$ cat config.mk
export PLATFORM = sky130hd
export DESIGN_NAME = max_pool_2x2_stream_unit
export DESIGN_NICKNAME = d
export VERILOG_FILES = /design/src/design/mp2_pkg.sv /design/src/design/max_pool_2x2_stream_unit.sv /design/src/design/mp2_position.sv /design/src/design/mp2_window.sv
export SDC_FILE = /design/constraint.sdc
export NUM_CORES = 2
export LEC_CHECK = 0
export BUFFER_PORTS_ARGS = -buffer_cell sky130_fd_sc_hd__buf_2
export CORE_MARGIN = 8
export CORE_UTILIZATION = 46
export CTS_CLUSTER_SIZE = 25
export DETAILED_ROUTE_END_ITERATION = 7
export GPL_ROUTABILITY_DRIVEN = 1
export PLACE_DENSITY_LB_ADDON = 0.08
export RECOVER_POWER = 25
export SETUP_SLACK_MARGIN = 0.02
export SLEW_MARGIN = 15
export SYNTH_ARGS = -nofsm -noshare
export SYNTH_HDL_FRONTEND = slang
export SYNTH_SLANG_ARGS = --single-unit
$ cat constraint.sdc
create_clock -name clk -period 6.68 [get_ports clk]
set_input_delay 0.334 -clock clk [delete_from_list [all_inputs] [get_ports clk]]
set_output_delay 0.334 -clock clk [all_outputs]
set_load 0.01 [all_outputs]
$ cat src/design/mp2_pkg.sv
// Package for the 2x2 stride-2 max pooling stream unit.
// Holds the value width, the position and result records, and the signed maximum.
// Used by mp2_position, mp2_window and max_pool_2x2_stream_unit.
package mp2_pkg;

  localparam int VALUE_W   = 16;
  localparam int CHAN_W    = 4;
  localparam int POOLED_W  = 3;
  localparam int OUT_DATA_W = 32;

  typedef logic [VALUE_W-1:0] value_t;

  typedef struct packed {
    logic                odd_col;
    logic                odd_row;
    logic                last;
    logic [CHAN_W-1:0]   channel;
    logic [POOLED_W-1:0] prow;
    logic [POOLED_W-1:0] pcol;
  } pos_t;

  typedef struct packed {
    value_t              max_value;
    logic [CHAN_W-1:0]   channel;
    logic [POOLED_W-1:0] prow;
    logic [POOLED_W-1:0] pcol;
    logic                last;
  } res_t;

  function automatic value_t smax(value_t a, value_t b);
    logic signed [VALUE_W-1:0] sa;
    logic signed [VALUE_W-1:0] sb;
    sa = a;
    sb = b;
    return (sa >= sb) ? a : b;
  endfunction

endpackage

$ cat src/design/max_pool_2x2_stream_unit.sv
// Top level of the 2x2 stride-2 max pooling stream unit.
// Instantiates mp2_position and mp2_window and holds the result register.
// Depends on mp2_pkg.
//
//   port group   dir  tdata fields (low bit first)                 tlast
//   s_axis       in   feature_value[15:0]                          -
//   m_axis       out  max_value[15:0] channel_index[19:16]          frame_last
//                     pooled_row[22:20] pooled_col[25:23], zeros
//
// One item is accepted per cycle unless a held result stalls the window stage.
// A result is registered in the window stage, then in the output register. The rate
// is set by one read of each memory at accept and one previous-row write in the window
// stage, both single-ported per cycle. Reset clears the counters and valid flags;
// memory contents need no clearing. A stalled result holds in the output register
// while the window stage keeps taking items that produce no result.
module max_pool_2x2_stream_unit #(
  parameter int CHANNELS     = 16,
  parameter int FRAME_WIDTH  = 10,
  parameter int FRAME_HEIGHT = 10
) (
  input  logic        clk,
  input  logic        rst,
  input  logic        s_axis_tvalid,
  output logic        s_axis_tready,
  input  logic [15:0] s_axis_tdata,   // feature_value
  output logic        m_axis_tvalid,
  input  logic        m_axis_tready,
  output logic [31:0] m_axis_tdata,   // max_value, channel_index, pooled_row, pooled_col
  output logic        m_axis_tlast
);
  import mp2_pkg::*;

  localparam int CH_W     = (CHANNELS > 1) ? $clog2(CHANNELS) : 1;
  localparam int PR_DEPTH = CHANNELS * (FRAME_WIDTH / 2);
  localparam int PR_AW    = (PR_DEPTH > 1) ? $clog2(PR_DEPTH) : 1;

  pos_t             pos;
  logic [CH_W-1:0]  ch_idx;
  logic [PR_AW-1:0] pr_addr;
  logic             in_accept;
  logic             s1_valid;
  logic             s1_emit;
  logic             s1_adv;
  res_t             res;
  res_t             out_res;

  assign s1_adv        = s1_valid && (!s1_emit || !m_axis_tvalid || m_axis_tready);
  assign s_axis_tready = !s1_valid || s1_adv;
  assign in_accept     = s_axis_tvalid && s_axis_tready;

  mp2_position #(
    .CHANNELS     (CHANNELS),
    .FRAME_WIDTH  (FRAME_WIDTH),
    .FRAME_HEIGHT (FRAME_HEIGHT),
    .CH_W         (CH_W),
    .PR_AW        (PR_AW)
  ) u_position (
    .clk     (clk),
    .rst     (rst),
    .advance (in_accept),
    .pos     (pos),
    .ch_idx  (ch_idx),
    .pr_addr (pr_addr)
  );

  mp2_window #(
    .CHANNELS    (CHANNELS),
    .FRAME_WIDTH (FRAME_WIDTH),
    .CH_W        (CH_W),
    .PR_AW       (PR_AW)
  ) u_window (
    .clk       (clk),
    .rst       (rst),
    .in_accept (in_accept),
    .in_value  (s_axis_tdata),
    .pos       (pos),
    .ch_idx    (ch_idx),
    .pr_addr   (pr_addr),
    .s1_adv    (s1_adv),
    .s1_valid  (s1_valid),
    .s1_emit   (s1_emit),
    .res       (res)
  );

  always_ff @(posedge clk) begin
    if (s1_adv && s1_emit) begin
      out_res <= res;
    end
  end

  always_ff @(posedge clk) begin
    if (rst) begin
      m_axis_tvalid <= 1'b0;
    end else if (s1_adv && s1_emit) begin
      m_axis_tvalid <= 1'b1;
    end else if (m_axis_tready) begin
      m_axis_tvalid <= 1'b0;
    end
  end

  assign m_axis_tdata = {6'b0, out_res.pcol, out_res.prow, out_res.channel,
                         out_res.max_value};
  assign m_axis_tlast = out_res.last;

  a_stall_blocks_input: assert property (@(posedge clk) disable iff (rst)
    s1_valid && !s1_adv |-> !s_axis_tready)
    else $error("input accepted while the window stage is stalled");

  a_last_channel: assert property (@(posedge clk) disable iff (rst)
    m_axis_tvalid && m_axis_tlast |-> out_res.channel == CHAN_W'(CHANNELS - 1))
    else $error("frame end marked on a channel other than the last");

  a_last_row: assert property (@(posedge clk) disable iff (rst)
    m_axis_tvalid && m_axis_tlast |-> out_res.prow == POOLED_W'(FRAME_HEIGHT / 2 - 1))
    else $error("frame end marked on a pooled row other than the last");

  a_result_drains: assert property (@(posedge clk) disable iff (rst)
    m_axis_tvalid && m_axis_tready && !(s1_adv && s1_emit) |=> !m_axis_tvalid)
    else $error("result still shown after it was taken");

endmodule

$ cat src/design/mp2_position.sv
// Position counters for the pooling unit: channel, column, row and the
// previous-row store address of the next item. Depends on mp2_pkg.
module mp2_position #(
  parameter int CHANNELS     = 16,
  parameter int FRAME_WIDTH  = 10,
  parameter int FRAME_HEIGHT = 10,
  parameter int CH_W         = 4,
  parameter int PR_AW        = 7
) (
  input  logic              clk,
  input  logic              rst,
  input  logic              advance,
  output mp2_pkg::pos_t     pos,
  output logic [CH_W-1:0]   ch_idx,
  output logic [PR_AW-1:0]  pr_addr
);
  import mp2_pkg::*;

  localparam int COL_W    = (FRAME_WIDTH > 1) ? $clog2(FRAME_WIDTH) : 1;
  localparam int ROW_W    = (FRAME_HEIGHT > 1) ? $clog2(FRAME_HEIGHT) : 1;
  localparam int ROW_LAST = 2 * (FRAME_HEIGHT / 2) - 1;
  localparam int COL_LAST = 2 * (FRAME_WIDTH / 2) - 1;

  logic [CH_W-1:0]  ch;
  logic [CH_W-1:0]  ch_next;
  logic [COL_W-1:0] col;
  logic [COL_W-1:0] col_next;
  logic [ROW_W-1:0] row;
  logic [ROW_W-1:0] row_next;
  logic [PR_AW-1:0] addr;
  logic [PR_AW-1:0] addr_next;
  logic             ch_wrap;
  logic             col_wrap;

  always_comb begin
    ch_wrap   = (ch == CH_W'(CHANNELS - 1));
    col_wrap  = (col == COL_W'(FRAME_WIDTH - 1));
    ch_next   = ch_wrap ? '0 : ch + 1'b1;
    col_next  = col;
    row_next  = row;
    addr_next = addr;
    if (col[0]) begin
      addr_next = addr + 1'b1;
    end
    if (ch_wrap) begin
      col_next = col_wrap ? '0 : col + 1'b1;
      if (col_wrap) begin
        addr_next = '0;
        row_next  = (row == ROW_W'(FRAME_HEIGHT - 1)) ? '0 : row + 1'b1;
      end
    end
  end

  always_ff @(posedge clk) begin
    if (rst) begin
      ch   <= '0;
      col  <= '0;
      row  <= '0;
      addr <= '0;
    end else if (advance) begin
      ch   <= ch_next;
      col  <= col_next;
      row  <= row_next;
      addr <= addr_next;
    end
  end

  always_comb begin
    pos.odd_col = col[0];
    pos.odd_row = row[0];
    pos.last    = (row == ROW_W'(ROW_LAST)) && (col == COL_W'(COL_LAST)) &&
                  ch_wrap;
    pos.channel = CHAN_W'(ch);
    pos.prow    = POOLED_W'(row >> 1);
    pos.pcol    = POOLED_W'(col >> 1);
    ch_idx      = ch;
    pr_addr     = addr;
  end

endmodule

$ cat src/design/mp2_window.sv
// Window stage of the pooling unit: left-neighbor and previous-row memories,
// the stage register and the two signed compares. Depends on mp2_pkg.
module mp2_window #(
  parameter int CHANNELS    = 16,
  parameter int FRAME_WIDTH = 10,
  parameter int CH_W        = 4,
  parameter int PR_AW       = 7
) (
  input  logic              clk,
  input  logic              rst,
  input  logic              in_accept,
  input  mp2_pkg::value_t   in_value,
  input  mp2_pkg::pos_t     pos,
  input  logic [CH_W-1:0]   ch_idx,
  input  logic [PR_AW-1:0]  pr_addr,
  input  logic              s1_adv,
  output logic              s1_valid,
  output logic              s1_emit,
  output mp2_pkg::res_t     res
);
  import mp2_pkg::*;

  localparam int PR_DEPTH = CHANNELS * (FRAME_WIDTH / 2);

  value_t           left_mem [CHANNELS];
  value_t           prev_mem [PR_DEPTH];
  value_t           left_rd;
  value_t           prev_rd;
  value_t           s1_value;
  pos_t             s1_pos;
  logic [PR_AW-1:0] s1_addr;
  value_t           pair;

  always_ff @(posedge clk) begin
    if (in_accept && !pos.odd_col) begin
      left_mem[ch_idx] <= in_value;
    end
    if (in_accept && pos.odd_col) begin
      left_rd <= left_mem[ch_idx];
    end
  end

  always_ff @(posedge clk) begin
    if (in_accept && pos.odd_col && pos.odd_row) begin
      prev_rd <= prev_mem[pr_addr];
    end
    if (s1_valid && s1_adv && s1_pos.odd_col && !s1_pos.odd_row) begin
      prev_mem[s1_addr] <= pair;
    end
  end

  always_ff @(posedge clk) begin
    if (in_accept) begin
      s1_value <= in_value;
      s1_pos   <= pos;
      s1_addr  <= pr_addr;
    end
  end

  always_ff @(posedge clk) begin
    if (rst) begin
      s1_valid <= 1'b0;
    end else if (in_accept) begin
      s1_valid <= 1'b1;
    end else if (s1_adv) begin
      s1_valid <= 1'b0;
    end
  end

  always_comb begin
    pair          = smax(left_rd, s1_value);
    s1_emit       = s1_valid && s1_pos.odd_col && s1_pos.odd_row;
    res.max_value = smax(prev_rd, pair);
    res.channel   = s1_pos.channel;
    res.prow      = s1_pos.prow;
    res.pcol      = s1_pos.pcol;
    res.last      = s1_pos.last;
  end

endmodule

## Yosys cells after proc, flatten, opt, wreduce, memory -nomap -nowiden

Memory sizes are Yosys's and may differ from the RTL's. A register that Yosys moved wholly into a read port is not among the register bits.
Index checks and enable logic that the tools add are counted.

| operators by class | value |
|---|---|
| add/subtract/negate cells | 4 |
| multiply operators | 0 |
| divide/modulo/power cells | 0 |
| $lt $le $gt $ge | 2 |
| equal/unequal tests | 3 |
| shifts and indexed selects | 0 |
| multiplexer cells | 16 |
| bitwise gates (word level) | 0 |
| reductions and logical operators | 25 |

Operators with widths:

| operator | number |
|---|---|
| 16-bit greater-or-equal comparator | 2 |
| 16-bit 2-to-1 mux | 2 |
| 7-bit 2-to-1 mux | 3 |
| 1-bit logical AND | 13 |
| 4-bit by 1-bit adder with 4-bit output, second input constant | 3 |
| 4-bit equality test, second input constant | 3 |
| 4-bit 2-to-1 mux | 3 |
| 1-bit 2-to-1 mux | 8 |
| 7-bit by 1-bit adder with 7-bit output, second input constant | 1 |
| 1-bit zero test | 5 |
| 2-bit nonzero test | 2 |
| 1-bit logical OR | 3 |
| 3-bit AND reduction | 1 |
| 2-bit AND reduction | 1 |

| word-level totals | value |
|---|---|
| register bits | 84 |
| bits in latches | 0 |
| bits in writable memories | 1536 |
| ROM bits | 0 |
| input bits | 20 |
| output and inout port bits | 35 |
| word-level logic and storage cells | 71 |
| memories kept | 2 |

Memories:

| memory | words | width | read ports | clocked after memory_dff | wr ports | RTL line | RTL |
|---|---|---|---|---|---|---|---|
| u_window.prev_mem | 80 | 16 | 1 | 1 | 1 | mp2_window.sv:26 | `value_t prev_mem [PR_DEPTH];` |
| u_window.left_mem | 16 | 16 | 1 | 1 | 1 | mp2_window.sv:25 | `value_t left_mem [CHANNELS];` |

## Logic depth before layout (Yosys ltp)

| depth | value |
|---|---|
| depth in word-level cells | 11 |
| depth in mapped cells | 17 |
| mapped depth without buffers | 14 |

## By module

Synthesis repeated with hierarchy kept, for this count alone.

| unflattened totals | value |
|---|---|
| cell total of the unflattened synthesis | 2957 |
| area, all modules | 64493.1 um2 |

Modules (own cells, without submodules):

| module | instances | cells an instance | area each (um2) |
|---|---|---|---|
| mp2_window | 1 | 2801 | 62546.2 |
| mp2_position | 1 | 113 | 998.5 |
| max_pool_2x2_stream_unit | 1 | 43 | 948.4 |

## Worst setup path after synthesis

No wires, ideal clock.

| timing path | value |
|---|---|
| path type | register to register |
| start | register u_window.left_rd[15], read port of u_window.left_mem |
| end | register out_res (netlist bit m_axis_tdata[10]), data pin |
| setup time | 0.261 ns |
| arrival | 5.221 ns |
| required time | 6.419 ns |
| slack | 1.198 ns |
| cell stages (with the launch flop) | 17 |
| buffers on the path | 3 |
| period minus slack after synthesis | 5.482 ns |
| cells stage by stage | edfxtp_1 ha_1 buf_4 nand4_1 or2_1 a211o_1 clkbuf_1 nand4b_1 nand4_1 ha_1 nand2b_1 a21oi_1 o21ai_0 and4_1 o21ai_2 buf_2 mux2_2 |

RTL lines:

| element | RTL line | RTL |
|---|---|---|
| start: declaration | mp2_window.sv:27 | `value_t left_rd;` |
| end signal: assignment | max_pool_2x2_stream_unit.sv:87 | `out_res <= res;` |
| end: declaration | max_pool_2x2_stream_unit.sv:45 | `res_t out_res;` |

==> impl_metrics.py <==
metrics = {
    "final_layout": {
        "drive_gt1_share_pct": 26.8,
        "final_core_util_pct": 52.6,
        "final_area_um2": 73200,
        "layout.cells.non_filler": 5167,
        "areaGrowthSynthToFinish_pct": 13.4,
        "fin_nets": 3203,
    },
    "run_status": {
        "status": "finished with violations",
        "violations": "capacitance limit, slew limit",
    },
    "power_and_ir_drop": {
        "powerDensity_nw_per_um2": 291,
        "ir_worst_vdd_mv": 0.232,
        "cellLeakagePower_nw": 22.1,
    },
    "place": {
        "dp_hpwl_mm": 94.8,
        "dp.cells": 4828,
        "placed_area_um2": 67800,
        "gp_congestion": 0.825,
        "portBuffers": 48,
    },
    "worst_setup_path": {
        "required_ns": 7.18,
        "r2r_slack_ns": 0.71,
        "r2r_end": "u_window.prev_rd[14]$_DFFE_PP_",
        "start_kind": "register",
        "critical_path_class": "register to register",
        "end_kind": "register",
        "worstReg2RegStart": "u_position.pr_addr[0]$_SDFFE_PP0P_",
        "crit_fanout": 37,
        "reg2reg_depth": 8,
        "cp.arrival_ns": 6.47,
    },
    "timing": {
        "hold_viol": 0,
        "min_period_ns": 5.97,
        "fmax_mhz": 168,
        "clock_skew_ns": 0.0356,
        "relSlewSlack_pct": -124,
        "drv_slew": 349,
        "finalSetupTns_ns": 0,
        "min_period_over_period_pct": 89.3,
        "rsz0062_at_grt": "no",
        "setup_violations": 0,
        "worst_pin_slew_ns": 3.35,
    },
    "logic_synthesis": {
        "ys_async_sr_fraction_pct": 0,
        "seq_area_frac_synth_pct": 76.5,
        "synth-seq-cells": 1652,
        "synth.top_cells.by_count": "edfxtp_1, mux4_2, nor2_1",
        "synth_area_leaders": "edfxtp_1, mux4_2, mux2i_1, nor2_1, ha_1",
        "synth_ff_type": "edfxtp_1",
        "yosys_warnings": 0,
        "yosysMostFrequentCell": "edfxtp_1",
        "netlist_area_um2": 64600,
        "yosys.area.top_type_share_pct": 75.8,
        "synth_largest_area_cell": "edfxtp_1",
        "synthCells": 2899,
        "synth_cell_types": 57,
        "syn_area_per_cell_um2": 22.3,
        "synth-edff-count": 1631,
    },
    "floorplan": {
        "dieArea_um2": 153000,
        "core_area_um2": 139000,
        "start_util_pct": 46.3,
        "row_count": 137,
        "die_h_um": 391,
        "pin_count": 55,
        "die_x_um": 391,
    },
    "clock_tree": {
        "cts_hold_buf": 20,
        "clk_pin_slew_worst_paths_ns": 0.06,
        "cts_inserted_buffers": 172,
        "cts_resized": 0,
        "cts_max_path_buffers": 3,
        "cts-root-buf": "clkbuf_16",
        "htree_levels": 4,
        "tritoncts": "built",
        "postCtsSetupBuffers": 0,
        "clock_sinks": 1652,
        "clk_latency_ns": 0.80,
    },
    "worst_hold_path": {
        "hp-start": "u_window.res[10]$_DFFE_PP_",
        "hold_end": "m_axis_tdata[19]$_DFFE_PP_",
        "holdCritPathClass": "register to register",
        "whs_path_depth": 0,
    },
    "grt": {
        "grt_pass1_vias": 31957,
        "grt-ovfl-total": 0,
        "grt_max_degree": 82,
        "grt_usage_pct": 21.1,
        "antenna_found_initial": 9,
        "grt_pass1_wl_mm": 232,
    },
    "route": {
        "drt-total-wl_mm": 161,
        "wl_per_cell_um": 31.2,
        "vias_per_cell": 5.97,
        "drtPass1Iterations": 5,
        "drc": 0,
        "postRouteAntennaNets": 0,
        "via_count": 30844,
        "drt_first_iter_violations": 3087,
    },
    "flow_run": {
        "drv_cap": 14,
    },
}
cell families after synthesis:
family | count (synthesis) | share of synthesized area [%]
muxes | 529 | 17.0
AOI/OAI and AO/OA | 132 | 1.48
xor gates and xnor gates | 12 | 0.163
adders and majority gates | 37 | 0.717
other | 1 | 0.00581
DFF | 1652 | 76.5
and+or+nand+nor | 337 | 2.60
buffers and inverters | 199 | 1.50
power by group:
group | switching [mW] | internal (mW) | total [mW]
sequential | 0.0195 | 11.5 | 11.6
clock | 3.98 | 5.24 | 9.22
combinational | 0.418 | 0.134 | 0.552
total | 4.42 | 16.9 | 21.3
state kept, by name (all words and copies together) (netlist names):
| name | count |
|---|---|
| u_position.row | 4 |
| m_axis_tvalid | 1 |
| u_window.left_rd | 16 |
| u_window.res | 11 |
| u_position.ch_idx | 4 |
| m_axis_tdata | 26 |
| m_axis_tlast | 1 |
| u_window.left_mem | 256 |
| u_window.s1_addr | 7 |
| u_window.s1_valid | 1 |
| u_window.prev_mem | 1280 |
| u_position.col | 4 |
| u_window.s1_pos | 2 |
| u_position.pr_addr | 7 |
| u_window.prev_rd | 16 |
| u_window.s1_value | 16 |
critical path: stages, from the launching register on:
cell,delay [ns]
dfxtp_1,2.46
buf_12,0.36
buf_4,0.35
mux4_2,0.59
mux4_2,0.48
mux2i_1,0.46
nor2_1,0.19
nor4_1,0.52
nor2_1,0.21
placed cells by master (no fill, tap or decap), types with 32 or more instances in the layout:
| cell type | count |
|---|---|
| buf_4 | 110 |
| clkbuf_1 | 120 |
| clkbuf_16 | 173 |
| clkinv_1 | 32 |
| clkinv_2 | 40 |
| edfxtp_1 | 1631 |
| ha_1 | 37 |
| mux2i_1 | 58 |
| mux4_2 | 455 |
| nand2_1 | 67 |
| nor2_1 | 113 |
| nor2b_1 | 34 |
| o311ai_0 | 34 |
worst max-delay path by stage:
stage                                             startpoint                        endpoint
after floorplan               u_window.left_rd[15]$_DFFE_PP_      m_axis_tdata[10]$_DFFE_PP_
after global placement       u_window.s1_value[15]$_DFFE_PP_       m_axis_tdata[2]$_DFFE_PP_
after detailed placement      u_window.left_rd[15]$_DFFE_PP_       m_axis_tdata[2]$_DFFE_PP_
after CTS                     u_window.left_rd[15]$_DFFE_PP_      m_axis_tdata[12]$_DFFE_PP_
after global routing      u_position.pr_addr[0]$_SDFFE_PP0P_  u_window.prev_rd[14]$_DFFE_PP_
final                     u_position.pr_addr[0]$_SDFFE_PP0P_  u_window.prev_rd[14]$_DFFE_PP_
layer usage:
metal	share of wire, %	wire length, µm	track usage, %	vias to the layer above
li1	-	-	-	12776
met1	43	69800	30.4	16759
met2	48	77500	33.7	1091
met3	6.4	10400	3.81	218
met4	2.3	3700	5.54	0
met5	0	0	0	-
area by class of cell:
class	count	area [µm²]
antenna	4	10.0
clock buffer	215	4500
clock inverter	100	956
fill	10753	66100
inverter	44	168
multi-input combinational	1053	14300
sequential	1652	49400
tap	1876	2350
timing repair buffer	223	1560
metrics by stage:
step                total power, mW  hold WS [ns]  setup slack, ns
floorplan                      12.1         0.400             1.20
global placement               12.3         0.412             1.28
detailed placement             12.3         0.406            0.923
CTS                            21.6         0.359            0.885
global route                   22.0         0.429            0.440
finish                         21.3         0.431            0.713
Power figures use the tool's default switching activity.
